### config.mk
export PLATFORM = sky130hd
export DESIGN_NAME = threshold_period_detector_top
export DESIGN_NICKNAME = d
export VERILOG_FILES = /design/src/tpd_pkg.sv /design/src/tpd_in_stage.sv /design/src/tpd_core.sv /design/src/tpd_out_stage.sv /design/src/threshold_period_detector_top.sv
export SDC_FILE = /design/constraint.sdc
export NUM_CORES = 1
export LEC_CHECK = 0
export BUFFER_PORTS_ARGS = -buffer_cell sky130_fd_sc_hd__buf_2
export CORE_MARGIN = 2
export CORE_UTILIZATION = 25
export CTS_CLUSTER_DIAMETER = 60
export DETAILED_ROUTE_END_ITERATION = 6
export PLACE_DENSITY = 0.45
export SLEW_MARGIN = 10
export SYNTH_ARGS = -nofsm -noshare
export SYNTH_HDL_FRONTEND = slang
export SYNTH_SLANG_ARGS = --single-unit
### constraint.sdc
create_clock -name clk -period 8.55 [get_ports clk]
set_input_delay 0.4275 -clock clk [delete_from_list [all_inputs] [get_ports clk]]
set_output_delay 0.4275 -clock clk [all_outputs]
set_load 0.02 [all_outputs]
### src/tpd_pkg.sv
// Types and constants shared by the threshold period detector modules.
`default_nettype none

package tpd_pkg;

  localparam int INDEX_BITS_DEF  = 16;
  localparam int SAMPLE_BITS_DEF = 32;

  localparam int SAMPLE_W   = 32;
  localparam int POS_W      = 16;
  localparam int QUIET_W    = 16;
  localparam int CFG_DATA_W = 32;

  typedef enum logic [0:0] {
    CFG_NOISE_THRESHOLD = 1'b0,
    CFG_QUIET_RUN       = 1'b1
  } cfg_idx_t;

  typedef struct packed {
    logic [SAMPLE_W-1:0] sample;
    logic                scan_end;
  } tpd_in_t;

  typedef struct packed {
    logic [POS_W-1:0] period_start;
    logic [POS_W-1:0] period_end;
    logic             closed_by_scan_end;
  } tpd_out_t;

endpackage

`default_nettype wire

### src/tpd_in_stage.sv
// Input register: holds one sample until the core takes it.
`default_nettype none

module tpd_in_stage (
  input  wire logic             clk,
  input  wire logic             rst_n,
  input  wire logic             in_valid,
  input  wire tpd_pkg::tpd_in_t in_data,
  output logic                  in_ready,
  input  wire logic             advance,
  output logic                  item_vld,
  output tpd_pkg::tpd_in_t      item
);

  logic             vld_r;
  logic             vld_nxt;
  tpd_pkg::tpd_in_t data_r;

  // Refill while the held item moves on to the core.
  assign in_ready = !vld_r || advance;
  assign vld_nxt  = in_ready ? in_valid : vld_r;

  always_ff @(posedge clk) begin
    if (!rst_n) begin
      vld_r <= 1'b0;
    end else begin
      vld_r <= vld_nxt;
    end
  end

  always_ff @(posedge clk) begin
    if (in_ready && in_valid) begin
      data_r <= in_data;
    end
  end

  assign item_vld = vld_r;
  assign item     = data_r;

endmodule

`default_nettype wire

### src/tpd_core.sv
// Scan state: threshold compare, quiet run count and period close.
`default_nettype none

module tpd_core #(
  parameter int INDEX_BITS  = tpd_pkg::INDEX_BITS_DEF,
  parameter int SAMPLE_BITS = tpd_pkg::SAMPLE_BITS_DEF
) (
  input  wire logic                            clk,
  input  wire logic                            rst_n,
  input  wire logic                            advance,
  input  wire tpd_pkg::tpd_in_t                item,
  input  wire logic [tpd_pkg::SAMPLE_W-1:0]    noise_threshold,
  input  wire logic [tpd_pkg::QUIET_W-1:0]     required_quiet_run,
  output logic                                 res_vld,
  output tpd_pkg::tpd_out_t                    res
);

  localparam logic [tpd_pkg::SAMPLE_W-1:0] SAMPLE_MASK =
    (SAMPLE_BITS >= tpd_pkg::SAMPLE_W) ? {tpd_pkg::SAMPLE_W{1'b1}}
                                       : tpd_pkg::SAMPLE_W'((64'd1 << SAMPLE_BITS) - 64'd1);
  localparam logic [INDEX_BITS-1:0]       INDEX_MAX = {INDEX_BITS{1'b1}};
  localparam logic [tpd_pkg::QUIET_W-1:0] QUIET_MAX = {tpd_pkg::QUIET_W{1'b1}};

  logic                        in_period_r, in_period_nxt;
  logic [INDEX_BITS-1:0]       start_pos_r, start_pos_nxt;
  logic [INDEX_BITS-1:0]       quiet_start_r, quiet_start_nxt;
  logic [tpd_pkg::QUIET_W-1:0] quiet_run_r, quiet_run_nxt;
  logic [INDEX_BITS-1:0]       sample_pos_r, sample_pos_nxt;

  logic [tpd_pkg::SAMPLE_W-1:0] sample_m;
  logic [tpd_pkg::QUIET_W-1:0]  need;
  logic                         loud;

  assign sample_m = item.sample & SAMPLE_MASK;
  assign loud     = sample_m > noise_threshold;
  // A zero run length closes like a run of one.
  assign need     = (required_quiet_run == '0) ? tpd_pkg::QUIET_W'(1) : required_quiet_run;

  always_comb begin
    in_period_nxt   = in_period_r;
    start_pos_nxt   = start_pos_r;
    quiet_start_nxt = quiet_start_r;
    quiet_run_nxt   = quiet_run_r;
    sample_pos_nxt  = (sample_pos_r == INDEX_MAX) ? sample_pos_r
                                                  : sample_pos_r + INDEX_BITS'(1);
    res_vld                = 1'b0;
    res.period_start       = tpd_pkg::POS_W'(start_pos_r);
    res.period_end         = tpd_pkg::POS_W'(sample_pos_r);
    res.closed_by_scan_end = 1'b0;

    if (item.scan_end) begin
      // Last sample is never tested; flush an open period and clear the scan.
      res_vld                = in_period_r;
      res.closed_by_scan_end = 1'b1;
      in_period_nxt          = 1'b0;
      start_pos_nxt          = '0;
      quiet_start_nxt        = '0;
      quiet_run_nxt          = '0;
      sample_pos_nxt         = '0;
    end else if (!in_period_r) begin
      if (loud) begin
        in_period_nxt = 1'b1;
        start_pos_nxt = sample_pos_r;
      end
    end else begin
      if (!loud) begin
        if (quiet_run_r == '0) begin
          quiet_start_nxt = sample_pos_r;
        end
        if (quiet_run_r != QUIET_MAX) begin
          quiet_run_nxt = quiet_run_r + tpd_pkg::QUIET_W'(1);
        end
      end else begin
        quiet_run_nxt = '0;
      end
      res.period_end = tpd_pkg::POS_W'(quiet_start_nxt);
      if (quiet_run_nxt >= need) begin
        res_vld       = 1'b1;
        in_period_nxt = 1'b0;
        quiet_run_nxt = '0;
      end
    end
  end

  always_ff @(posedge clk) begin
    if (!rst_n) begin
      in_period_r   <= 1'b0;
      start_pos_r   <= '0;
      quiet_start_r <= '0;
      quiet_run_r   <= '0;
      sample_pos_r  <= '0;
    end else if (advance) begin
      in_period_r   <= in_period_nxt;
      start_pos_r   <= start_pos_nxt;
      quiet_start_r <= quiet_start_nxt;
      quiet_run_r   <= quiet_run_nxt;
      sample_pos_r  <= sample_pos_nxt;
    end
  end

endmodule

`default_nettype wire

### src/tpd_out_stage.sv
// Result register: holds one period until the sink takes it.
`default_nettype none

module tpd_out_stage (
  input  wire logic              clk,
  input  wire logic              rst_n,
  input  wire logic              advance,
  input  wire logic              res_vld,
  input  wire tpd_pkg::tpd_out_t res,
  output logic                   out_free,
  output logic                   out_valid,
  input  wire logic              out_ready,
  output tpd_pkg::tpd_out_t      out_data
);

  logic              vld_r;
  logic              vld_nxt;
  tpd_pkg::tpd_out_t data_r;

  assign out_free = !vld_r || out_ready;

  always_comb begin
    vld_nxt = vld_r;
    if (advance) begin
      vld_nxt = res_vld;
    end else if (out_ready) begin
      vld_nxt = 1'b0;
    end
  end

  always_ff @(posedge clk) begin
    if (!rst_n) begin
      vld_r <= 1'b0;
    end else begin
      vld_r <= vld_nxt;
    end
  end

  always_ff @(posedge clk) begin
    if (advance && res_vld) begin
      data_r <= res;
    end
  end

  assign out_valid = vld_r;
  assign out_data  = data_r;

endmodule

`default_nettype wire

### src/threshold_period_detector_top.sv
// A sample is held in the input register, then its period in the result register (out_valid).
// Throughput: one sample per cycle while the result register is free; the input register
// refills while it empties.
// Reset: synchronous active-low rst_n empties both registers, clears the scan
// state and sets noise_threshold to 0 and required_quiet_run to 1.
// Top level of the threshold period detector.
`default_nettype none

module threshold_period_detector_top #(
  parameter int INDEX_BITS  = tpd_pkg::INDEX_BITS_DEF,
  parameter int SAMPLE_BITS = tpd_pkg::SAMPLE_BITS_DEF
) (
  input  wire logic                             clk,
  input  wire logic                             rst_n,
  input  wire logic                             in_valid,
  output logic                                  in_ready,
  input  wire tpd_pkg::tpd_in_t                 in_data,
  output logic                                  out_valid,
  input  wire logic                             out_ready,
  output tpd_pkg::tpd_out_t                     out_data,
  input  wire logic                             cfg_we,
  input  wire tpd_pkg::cfg_idx_t                cfg_addr,
  input  wire logic [tpd_pkg::CFG_DATA_W-1:0]   cfg_wdata
);

  logic [tpd_pkg::SAMPLE_W-1:0] noise_threshold_r;
  logic [tpd_pkg::QUIET_W-1:0]  quiet_run_cfg_r;

  logic              item_vld;
  tpd_pkg::tpd_in_t  item;
  logic              advance;
  logic              out_free;
  logic              res_vld;
  tpd_pkg::tpd_out_t res;

  always_ff @(posedge clk) begin
    if (!rst_n) begin
      noise_threshold_r <= '0;
      quiet_run_cfg_r   <= tpd_pkg::QUIET_W'(1);
    end else if (cfg_we) begin
      case (cfg_addr)
        tpd_pkg::CFG_NOISE_THRESHOLD: noise_threshold_r <= cfg_wdata[tpd_pkg::SAMPLE_W-1:0];
        tpd_pkg::CFG_QUIET_RUN:       quiet_run_cfg_r   <= cfg_wdata[tpd_pkg::QUIET_W-1:0];
        default: ;
      endcase
    end
  end

  // Move the held sample into the core when the result register can take it.
  assign advance = item_vld && out_free;

  tpd_in_stage u_in (
    .clk      (clk),
    .rst_n    (rst_n),
    .in_valid (in_valid),
    .in_data  (in_data),
    .in_ready (in_ready),
    .advance  (advance),
    .item_vld (item_vld),
    .item     (item)
  );

  tpd_core #(
    .INDEX_BITS  (INDEX_BITS),
    .SAMPLE_BITS (SAMPLE_BITS)
  ) u_core (
    .clk                (clk),
    .rst_n              (rst_n),
    .advance            (advance),
    .item               (item),
    .noise_threshold    (noise_threshold_r),
    .required_quiet_run (quiet_run_cfg_r),
    .res_vld            (res_vld),
    .res                (res)
  );

  tpd_out_stage u_out (
    .clk       (clk),
    .rst_n     (rst_n),
    .advance   (advance),
    .res_vld   (res_vld),
    .res       (res),
    .out_free  (out_free),
    .out_valid (out_valid),
    .out_ready (out_ready),
    .out_data  (out_data)
  );

endmodule

`default_nettype wire

* Word level (Yosys, flattened, before mapping) *
Cells that the tools add are included.

operators by class
  add/sub/neg operators = 2
  equality and inequality tests = 4
  multiplexer cells = 29
  order comparisons = 2
  bitwise operators = 1
  reduce and logical (&&, ||, !) cells = 17

operators by type and width
  operator               number
  $mux 16                19
  $add 16x1->16 const B  2
  $gt 32x32->1           1
  $logic_not 16->1       2
  $eq 16x16->1 const B   1
  $ge 16x16->1           1
  $ne 16x16->1 const B   1
  $mux 1                 10
  $reduce_and 2->1       4
  $reduce_bool 2->1      3
  $ne 2x2->1 const B     2
  $logic_and 1x1->1      3
  $reduce_and 3->1       1
  $logic_not 1->1        2
  $logic_or 1x1->1       2
  $not 1->1              1

storage, ports and cells
  logic and storage cells = 69
  register bits = 181
  bits of input ports = 71
  output and inout bits = 35

* Depth between registers and ports, before layout *
Gate-level depths: netlist of run 1.

  word-level depth = 10
  depth in mapped cells = 17
  mapped depth without buffers = 16

* Modules after synthesis *
A second synthesis of run 1 with hierarchy kept.

second synthesis, totals
  cells, all modules = 799
  area, all modules = 8460.6 sq um

by module, submodules not included
  module                         cells an instance  seq. area each (sq um)  times used  area each (sq um)
  tpd_core                       528                1301.2                  1           4449.3
  threshold_period_detector_top  195                960.9                   1           1920.6
  tpd_in_stage                   38                 1011.0                  1           1048.5
  tpd_out_stage                  38                 1011.0                  1           1042.2

* Worst setup path before layout of run 1 *
Ideal clock, no wire load.

  kind = reg2reg
  from = register u_in.data_r, in the netlist u_in.item[32]
  to = register u_out.data_r, in the netlist u_out.out_data[0] (enable)
  buffers on the path = 1
  arrival = 4261 ps
  cell stages (with the launch flop) = 15
  required time = 8125 ps
  period minus slack after synthesis = 4686 ps
  path slack = 3864 ps
  setup time = 425 ps
  cells stage by stage = edfxtp_1 -> ha_1 -> nand4_1 -> nor4_1 -> and2b_1 -> o31ai_2 -> nand2_2 -> clkbuf_1 -> a21oi_1 -> ha_1 -> a21oi_1 -> o21a_1 -> o221ai_1 -> a31oi_1 -> nor2_1

between the ends
  longest elaborated chain between the ends = 9

RTL lines
  what                    line                 source
  start, declared         tpd_in_stage.sv:17   tpd_pkg::tpd_in_t data_r;
  start signal, assigned  tpd_in_stage.sv:33   data_r <= in_data;
  $gt 32x32->1            tpd_core.sv:35       assign loud = sample_m > noise_threshold;
  $mux 16                 tpd_core.sv:66       if (!loud) begin
  $mux 16                 tpd_core.sv:60       end else if (!in_period_r) begin
  $mux 16                 tpd_core.sv:51       if (item.scan_end) begin
  $ge 16x16->1            tpd_core.sv:77       if (quiet_run_nxt >= need) begin
  $mux 1                  tpd_core.sv:77
  $mux 1                  tpd_core.sv:60
  $mux 1                  tpd_core.sv:51
  $logic_and 1x1->1       tpd_out_stage.sv:40  if (advance && res_vld) begin
  end signal, assigned    tpd_out_stage.sv:41  data_r <= res;
  end, declared           tpd_out_stage.sv:18  tpd_pkg::tpd_out_t data_r;

Every way passes these cells. The select of a mux whose other input is x is not followed.
A chain may end at the register's enable or synchronous reset.

* Worst setup path after layout of run 1 *
  from = register u_in.data_r, in the netlist u_in.item[32]
  to = register u_out.data_r, in the netlist u_out.out_data[20] (enable)

Same word-level chain as after synthesis.

==> impl_metrics.py, run 1 <==
metrics = {
    "timing": {
        "relSlewSlack_pct": 33.79,
        "setup_tns_ps": 0,
        "hold_violations": 0,
        "clock.fmax_mhz": 216.3,
        "maxSlewViolCount": 0,
        "period_share_pct": 54.08,
        "worst_slack_ps": 3926,
        "period_needed_ps": 4624,
        "setup_viol": 0,
        "skew_ps": 18.97,
        "rsz0062_at_grt": "false",
        "worstMarginPinSlew_ps": 990.8,
    },
    "power_and_ir_drop": {
        "peakVddDrop_uv": 128.2,
        "p_leak_nw": 3.719,
        "power.density_mw_per_mm2": 189.6,
        "power_mw": 1.827,
    },
    "synthesis": {
        "syn_area_mm2": 0.008118,
        "synthCells": 802,
        "synthTopCellsByCount": "nand2_1 (125), dfxtp_1 (115), a21oi_1 (88)",
        "synth.top_cell.area_share_pct": 28.36,
        "yosys_warnings": 0,
        "yosysSeqAreaShare_pct": 52.77,
        "yosys.area.top_type": "dfxtp_1",
        "synthesis.nets": 924,
        "synth_edf_count": 66,
        "synthDistinctLibCells": 68,
        "avgSynthCellArea_um2": 10.12,
        "ys_ff_latch": 181,
        "ys.flop_type": "dfxtp_1",
        "synth_area_leaders": "dfxtp_1 (28%), edfxtp_1 (24%), ha_1 (7.9%)",
        "synth.most_common_cell": "nand2_1",
        "synthArstFlopShare_pct": 0,
    },
    "critical_path": {
        "crit_fanout": 34,
        "worstPathArrival_ps": 4680,
        "start_kind": "register",
        "cpLargestDelayFamily": "simple AND/OR/NAND/NOR gates",
        "crit_chain": "ha_1 -> nand4_1 -> nor4_1 -> nand2_1 -> o21ai_0 -> nand2_2 -> a211oi_1 -> ha_1 -> nand4_1 -> nor3_1 -> a31oi_1 -> nor2_4",
        "rrSetupSlack_ps": 3930,
        "endpoint_kind": "register",
        "crit_buf_inv": 0,
        "slowest_delay_ps": 820,
        "critPathSlowestCell": "nor2_4",
        "path_class": "register to register",
        "critPathRequiredTime_ps": 8610,
    },
    "finish": {
        "synthToLayoutAreaGrowth_pct": 18.68,
        "multi_input_area_mm2": 0.003467,
        "n_fill_cell": 3388,
        "fin_nets": 1021,
        "regArea_mm2": 0.004284,
        "drive_gt1_share_pct": 19.30,
    },
    "drt": {
        "first_iter_violations": 366,
        "drc_errors": 0,
        "wire_per_inst_um": 14.48,
        "wl_mm": 19.52,
        "vias": 5963,
        "first_pass_iters": 4,
        "via_per_inst": 4.424,
        "ant_nets": 0,
    },
    "global_route": {
        "grt_max_degree": 51,
        "grt.total_usage_pct": 12.08,
        "grt_pass1_wl_mm": 31.48,
        "antenna_found_initial": 1,
        "grt_pass1_vias": 5724,
        "overflow": 0,
    },
    "clock_tree": {
        "cts-buffers-inserted": 17,
        "clock_sinks": 181,
        "path_clk_slew_ps": 70,
        "htree_levels": 4,
        "post_cts_buffers": 0,
        "cts_tree": "done",
        "cts_root_buffer": "clkbuf_16",
        "clockBufferDepth": 2,
        "cts.hold.buffers_added": 0,
        "postCtsResizedCells": 0,
        "worst_skew_pair.late_latency_ps": 450,
    },
    "die": {
        "die-width_um": 184.2,
        "rows": 65,
        "num_io_pins": 106,
        "die_h_um": 184.2,
        "initial_core_util_pct": 25.53,
        "die-area_mm2": 0.03393,
        "core_area_mm2": 0.03180,
    },
    "placed_design": {
        "place_congestion": 0.7922,
        "dp_slack_ps": 3844,
        "portBuffers": 105,
        "hpwl_mm": 14.24,
    },
    "worst_hold_path": {
        "hp-class": "input pin to register",
    },
    "run_status": {
        "run_status": "complete, no violations",
    },
    "flow_run": {
        "drv_cap": 0,
    },
}
## metal layers
layer	up-vias	part of all wire (%)	track usage [%]
li1	3078	-	-
met1	2742	48	15.91
met2	119	46	19.11
met3	22	4.2	3.142
met4	2	1.6	4.352
met5	-	0.082	0
## flip-flops by register name, indices dropped and copies added (netlist names)
name and cells:
noise_threshold_r 32, quiet_run_cfg_r 16, u_core.in_period_r 1, u_core.quiet_run_r 16, u_core.quiet_start_r 16, u_core.sample_pos_r 16, u_core.start_pos_r 16, u_in.item 33
u_in.item_vld 1, u_out.out_data 33, u_out.out_valid 1
## report_power, final
part	internal (mW)	total, mW	switching [mW]
Sequential	0.916	0.929	0.0135
Clock	0.388	0.748	0.360
Combinational	0.0554	0.149	0.0936
## cell usage in the layout (no fill, tap or decap), types with 11 or more instances in the layout
cell type,n
nand3_1,14
or3_1,11
inv_1,58
a22o_1,36
nor2_1,34
buf_2,105
o21ai_0,18
nand4_1,17
clkbuf_16,17
dfxtp_1,115
ha_1,51
a21oi_1,88
edfxtp_1,66
nand2_1,125
mux2_2,13
## worst register-to-register path, cell delays in order, from the launching register on
cell	delay [ps]
edfxtp_1	370
ha_1	320
nand4_1	190
nor4_1	560
nand2_1	140
o21ai_0	200
nand2_2	360
a211oi_1	370
ha_1	210
nand4_1	120
nor3_1	320
a31oi_1	260
nor2_4	830
## cells by family after synthesis
| kind of cell | synth area share (%) |
|---|---|
| buf+inv | 4.639 |
| compound gates | 15.20 |
| flops | 52.77 |
| fa+ha+maj | 7.861 |
| xor+xnor | 1.295 |
| simple gates | 15.77 |
| mux | 2.466 |
## metrics by stage
stage	utilization [%]	std cells	area (um2)	hold WS, ps
after CTS	30.29	1347	9632	135.5
final	30.30	1348	9634	157.2
after detailed placement	28.55	1315	9080	421.7
after global placement	28.55	1315	9080	420.3
after floorplan	-	802	8118	408.6
after global routing	30.29	1347	9632	133.8
## final timing paths
path | depth (start not counted) | endpoint | from
worst min register to register | 0 | u_out.out_data[21]$_DFFE_PP_ | u_core.start_pos_r[4]$_SDFFE_PN0P_
worst min-delay path | 1 | u_in.item[17]$_DFFE_PP_ | in_data[17]
worst max register to register | 12 | u_out.out_data[20]$_DFFE_PP_ | u_in.item[32]$_DFFE_PP_
worst max-delay path | 12 | u_out.out_data[20]$_DFFE_PP_ | u_in.item[32]$_DFFE_PP_
## layout make-up
cell class              count  share of cell area [%]
diodes                      1                 0.02597
clock buffers              18                   4.558
clock inverters            14                   1.169
inverters                  59                   2.299
multi-input cells         530                   35.99
flip-flops and latches    181                   44.47
well taps                 435                   5.649
repair buffers            110                   5.844
Note: power is estimated with default switching activity, not from simulation.
==> run 2, diff against run 1 <==
==> constraint.sdc (replaced) <==
create_clock -name clk -period 4.42 [get_ports clk]
set_input_delay 0.221 -clock clk [delete_from_list [all_inputs] [get_ports clk]]
set_output_delay 0.221 -clock clk [all_outputs]
set_load 0.02 [all_outputs]
==> impl_metrics.py, run 2 (synthesis results as in run 1) <==
metrics = {
    "run_status": {
        "run_status": "complete, no violations",
    },
    "critical_path": {
        "cpLargestDelayFamily": "simple AND/OR/NAND/NOR gates",
        "critPathSlowestCell": "nor4_1",
        "crit_fanout": 24,
        "reg2reg_depth": 15,
        "crit_chain": "ha_1 -> nand4_1 -> nor4_1 -> nand2_1 -> o21ai_0 -> nand2_2 -> buf_12 -> a211oi_1 -> ha_1 -> nand4_1 -> nor3_1 -> a31oi_1 -> buf_4 -> nor2_4 -> buf_12",
        "slowest_delay_ps": 530,
        "start_kind": "register",
        "crit_buf_inv": 3,
        "critPathRequiredTime_ps": 4570,
        "cp.depth": 15,
        "endpoint_kind": "register",
        "path_class": "register to register",
        "worstPathArrival_ps": 4130,
    },
    "flow_run": {
        "drv_cap": 0,
    },
    "power_and_ir_drop": {
        "power.density_mw_per_mm2": 360.3,
        "peakVddDrop_uv": 273.8,
        "p_leak_nw": 4.004,
    },
    "finish": {
        "diodes": 0,
        "post-route-util_pct": 32.22,
        "synthToLayoutAreaGrowth_pct": 26.22,
        "layout.cells.non_filler": 1405,
        "mostFrequentLayoutCells": "nand2_1 (125), dfxtp_1 (115), buf_2 (105), a21oi_1 (88), edfxtp_1 (66)",
        "layout_commonest_cell": "nand2_1",
        "drive_gt1_share_pct": 20.10,
        "fin_nets": 1079,
    },
    "timing": {
        "maxSlewViolCount": 0,
        "relSlewSlack_pct": 42.75,
        "setup_viol": 0,
        "worstMarginPinSlew_ps": 858.7,
        "skew_ps": 15.30,
        "period_needed_ps": 3978,
        "rsz0062_at_grt": "false",
        "hold_violations": 0,
        "clock.fmax_mhz": 251.4,
        "period_share_pct": 90.00,
        "setup_tns_ps": 0,
    },
    "global_route": {
        "use_met1_pct": 15.46,
        "grt_pass1_vias": 6121,
        "met3_usage_pct": 2.707,
        "grt_max_degree": 43,
        "grt.total_usage_pct": 12.23,
        "grt_use_met2_pct": 20.21,
        "top_usage_layer": "met2",
        "antenna_found_initial": 0,
        "grt_pass1_wl_mm": 32.11,
        "overflow": 0,
    },
    "drt": {
        "vias": 6210,
        "drc_errors": 0,
        "ant_nets": 0,
        "wire_per_inst_um": 14.15,
        "first_pass_iters": 4,
        "wl_mm": 19.88,
        "first_iter_violations": 408,
        "via_per_inst": 4.420,
    },
    "die": {
        "die-area_mm2": 0.03393,
        "die_h_um": 184.2,
        "num_io_pins": 106,
        "core_area_mm2": 0.03180,
        "rows": 65,
        "initial_core_util_pct": 25.53,
        "die-width_um": 184.2,
    },
    "clock_tree": {
        "path_clk_slew_ps": 70,
        "cts_root_buffer": "clkbuf_16",
        "cts_tree": "done",
        "clockBufferDepth": 2,
        "clock_sinks": 181,
        "htree_levels": 4,
        "cts-buffers-inserted": 17,
        "worst_skew_pair.late_latency_ps": 450,
    },
    "placed_design": {
        "dp.cells": 1334,
        "portBuffers": 105,
        "hpwl_mm": 14.46,
        "place_congestion": 0.8141,
    },
    "worst_hold_path": {
        "hp-class": "input pin to register",
        "hold_depth": 3,
    },
}
run 2: path summary, 6_finish.rpt:
path / end / slack [ps] / start
max: u_out.out_data[31]$_DFFE_PP_ / 440 / u_in.item[32]$_DFFE_PP_
min: noise_threshold_r[18]$_SDFFE_PN0P_ / 30 / cfg_wdata[18]
max reg2reg: u_out.out_data[31]$_DFFE_PP_ / 440 / u_in.item[32]$_DFFE_PP_
min reg2reg: u_out.out_data[32]$_DFFE_PP_ / 440 / u_core.start_pos_r[15]$_SDFFE_PN0P_
run 2: layer usage:
| metal | part of all wire (%) | wire length [um] | vias to the layer above |
|---|---|---|---|
| met5 | 0 | 0 | - |
| met4 | 1.9 | 384 | 0 |
| met3 | 4.4 | 870 | 22 |
| met2 | 46 | 9147 | 126 |
| met1 | 48 | 9478 | 2877 |
| li1 | - | - | 3185 |
run 2: stage by stage:
step                      area (um2)  power, mW  hold WS, ps  setup WS, ps
after floorplan                 8120      2.018        319.9         281.9
after global placement          9260      2.150        397.0         442.0
after detailed placement        9260      2.152        399.1         367.8
after CTS                      10250      3.744        1.769         348.3
after global routing           10250      3.851        17.23         25.53
final                          10250      3.692        26.95         442.2
run 2: final cells by class:
cell class | count | area (um2)
fill | 3277 | 21550
sequential | 181 | 4284
multi-input combinational | 530 | 3467
timing repair buffer | 168 | 1134
tap | 435 | 544.3
clock buffer | 18 | 439.2
inverter | 59 | 221.5
clock inverter | 14 | 156.4
run 2: where the power goes:
group	switching (mW)	internal, mW
combinational	0.189	0.147
clock	0.736	0.821
sequential	0.0270	1.77
total	0.953	2.74
run 2: timing repair:
item                                    CTS  global route
endpoints found under the setup margin    0             0
setup buffers                             0             0
hold buffers                             39             0
hold endpoints to repair                 39             0
resized for setup                         0             0
run 2: worst register-to-register path: cells and delay by family (launching register included):
family / cells / cell delay (ps)
buffers and inverters: 3 / 550
AND/OR/NAND/NOR: 7 / 1550
AO/OA/AOI/OAI: 3 / 660
flip-flops: 1 / 370
adder cells (fa/ha/maj): 2 / 550
==> run 3, diff against run 2 <==
--- a/config.mk
+++ b/config.mk
@@ -10,7 +10,6 @@
 export CORE_UTILIZATION = 25
 export CTS_CLUSTER_DIAMETER = 60
 export DETAILED_ROUTE_END_ITERATION = 6
-export PLACE_DENSITY = 0.45
 export SLEW_MARGIN = 10
 export SYNTH_ARGS = -nofsm -noshare
 export SYNTH_HDL_FRONTEND = slang
==> impl_metrics.py, run 3 (synthesis results as in run 1) <==
metrics = {
    "drt": {
        "drc_errors": 0,
        "first_iter_violations": 343,
        "first_pass_iters": 5,
        "wire_per_inst_um": 13.82,
        "wl_mm": 19.36,
        "vias": 6267,
        "ant_nets": 0,
        "via_per_inst": 4.473,
    },
    "timing": {
        "period_share_pct": 92.77,
        "skew_ps": 9.735,
        "clock.fmax_mhz": 243.9,
        "setup_tns_ps": 0,
        "relSlewSlack_pct": 43.27,
        "whs_ps": 21.25,
        "period_needed_ps": 4100,
        "worstMarginPinSlew_ps": 848.1,
        "hold_violations": 0,
        "rsz0062_at_grt": "false",
        "maxSlewViolCount": 0,
        "setup_viol": 0,
    },
    "finish": {
        "layout_commonest_cell": "nand2_1",
        "multi_input_area_mm2": 0.003517,
        "fin_nets": 1075,
        "n_fill_cell": 3294,
        "mostFrequentLayoutCells": "nand2_1 (125), dfxtp_1 (115), buf_2 (105), a21oi_1 (88), edfxtp_1 (66)",
        "regArea_mm2": 0.004284,
        "diodes": 0,
        "synthToLayoutAreaGrowth_pct": 25.49,
        "drive_gt1_share_pct": 20.29,
        "layout.cells.non_filler": 1401,
        "post-route-util_pct": 32.04,
    },
    "clock_tree": {
        "cts_root_buffer": "clkbuf_16",
        "worst_skew_pair.late_latency_ps": 440,
        "htree_levels": 4,
        "path_clk_slew_ps": 70,
        "clock_sinks": 181,
        "cts_tree": "done",
        "clockBufferDepth": 2,
        "cts-buffers-inserted": 17,
    },
    "critical_path": {
        "endpoint_kind": "register",
        "critPathRequiredTime_ps": 4810,
        "start_kind": "register",
        "path_class": "register to register",
        "crit_fanout": 9,
        "reg2reg_depth": 17,
        "worstPathArrival_ps": 4490,
    },
    "placed_design": {
        "place_congestion": 0.8380,
        "dp.cells": 1335,
        "hpwl_mm": 13.74,
        "portBuffers": 105,
    },
    "power_and_ir_drop": {
        "power_mw": 3.630,
        "p_leak_nw": 3.953,
        "peakVddDrop_uv": 254.7,
        "power.density_mw_per_mm2": 356.4,
    },
    "global_route": {
        "grt_max_degree": 52,
        "grt_pass1_vias": 6024,
        "grt_pass1_wl_mm": 31.55,
        "grt.total_usage_pct": 11.89,
        "overflow": 0,
        "antenna_found_initial": 1,
    },
    "die": {
        "rows": 65,
        "die-width_um": 184.2,
        "die_h_um": 184.2,
        "num_io_pins": 106,
        "core_area_mm2": 0.03180,
        "initial_core_util_pct": 25.53,
        "die-area_mm2": 0.03393,
    },
    "run_status": {
        "run_status": "complete, no violations",
    },
    "worst_hold_path": {
        "hp-class": "input pin to register",
        "hold_depth": 3,
    },
    "flow_run": {
        "drv_cap": 0,
    },
}
run 3: changes by cell type in the layout (fill, tap and decap cells not counted), sizes merged, moves of 2 or more:
cell         change
inv              -9
clkinvlp         +7
dlygate4sd3      -6
clkbuf           +2
run 3: critical path, stage by stage, from the launching register on:
cell and delay [ps]:
edfxtp_1 370, ha_1 320, nand4_1 250, nor4_4 390, nand2_1 140, o21ai_0 190
nand2_2 150, buf_4 210, a21oi_1 150, ha_1 260, a21o_1 180, a21oi_1 170
o221ai_1 220, a31oi_4 350, buf_4 190, inv_1 80, a211oi_1 220, o221a_2 220
run 3: area by class of cell:
cell class,count,area share [%]
clock buffers,20,4.385
clock inverters,12,1.277
inverters,59,2.174
multi-input cells,531,34.52
flip-flops and latches,181,42.05
well taps,435,5.343
repair buffers,163,10.24
run 3: repair_timing:
item	in CTS	in global routing
pin swaps	1	0
endpoints found under the setup margin	33	4
gates cloned	1	0
endpoints found under the hold margin	33	0
hold buffers	33	0
buffers inserted	0	0
gates resized for setup	3	3
run 3: through the flow:
| stage | cell area [um2] | setup slack (ps) |
|---|---|---|
| floorplan | 8120 | 281.9 |
| global placement | 9230 | 65.84 |
| detailed placement | 9230 | -87.13 |
| CTS | 10160 | 82.23 |
| global route | 10190 | 19.26 |
| finish | 10190 | 319.8 |
run 3: power by group:
part / switching [mW] / internal (mW)
combinational: 0.192 / 0.144
clock: 0.650 / 0.845
sequential: 0.0264 / 1.77
total: 0.868 / 2.76
run 3: routing by layer:
| layer | wire length (um) | track usage, % |
|---|---|---|
| met1 | 9188 | 15.67 |
| met3 | 873 | 3.102 |
| met5 | 16 | 0 |
| met2 | 8969 | 18.87 |
| met4 | 308 | 4.096 |
run 3: final timing paths:
path / start / to / slack, ps
setup / recovery: u_in.item[32]$_DFFE_PP_ / u_core.quiet_run_r[12]$_SDFFE_PN0P_ / 320
hold / removal: cfg_wdata[21] / noise_threshold_r[21]$_SDFFE_PN0P_ / 20
setup reg to reg: u_in.item[32]$_DFFE_PP_ / u_core.quiet_run_r[12]$_SDFFE_PN0P_ / 320
hold reg to reg: u_core.start_pos_r[14]$_SDFFE_PN0P_ / u_out.out_data[31]$_DFFE_PP_ / 440
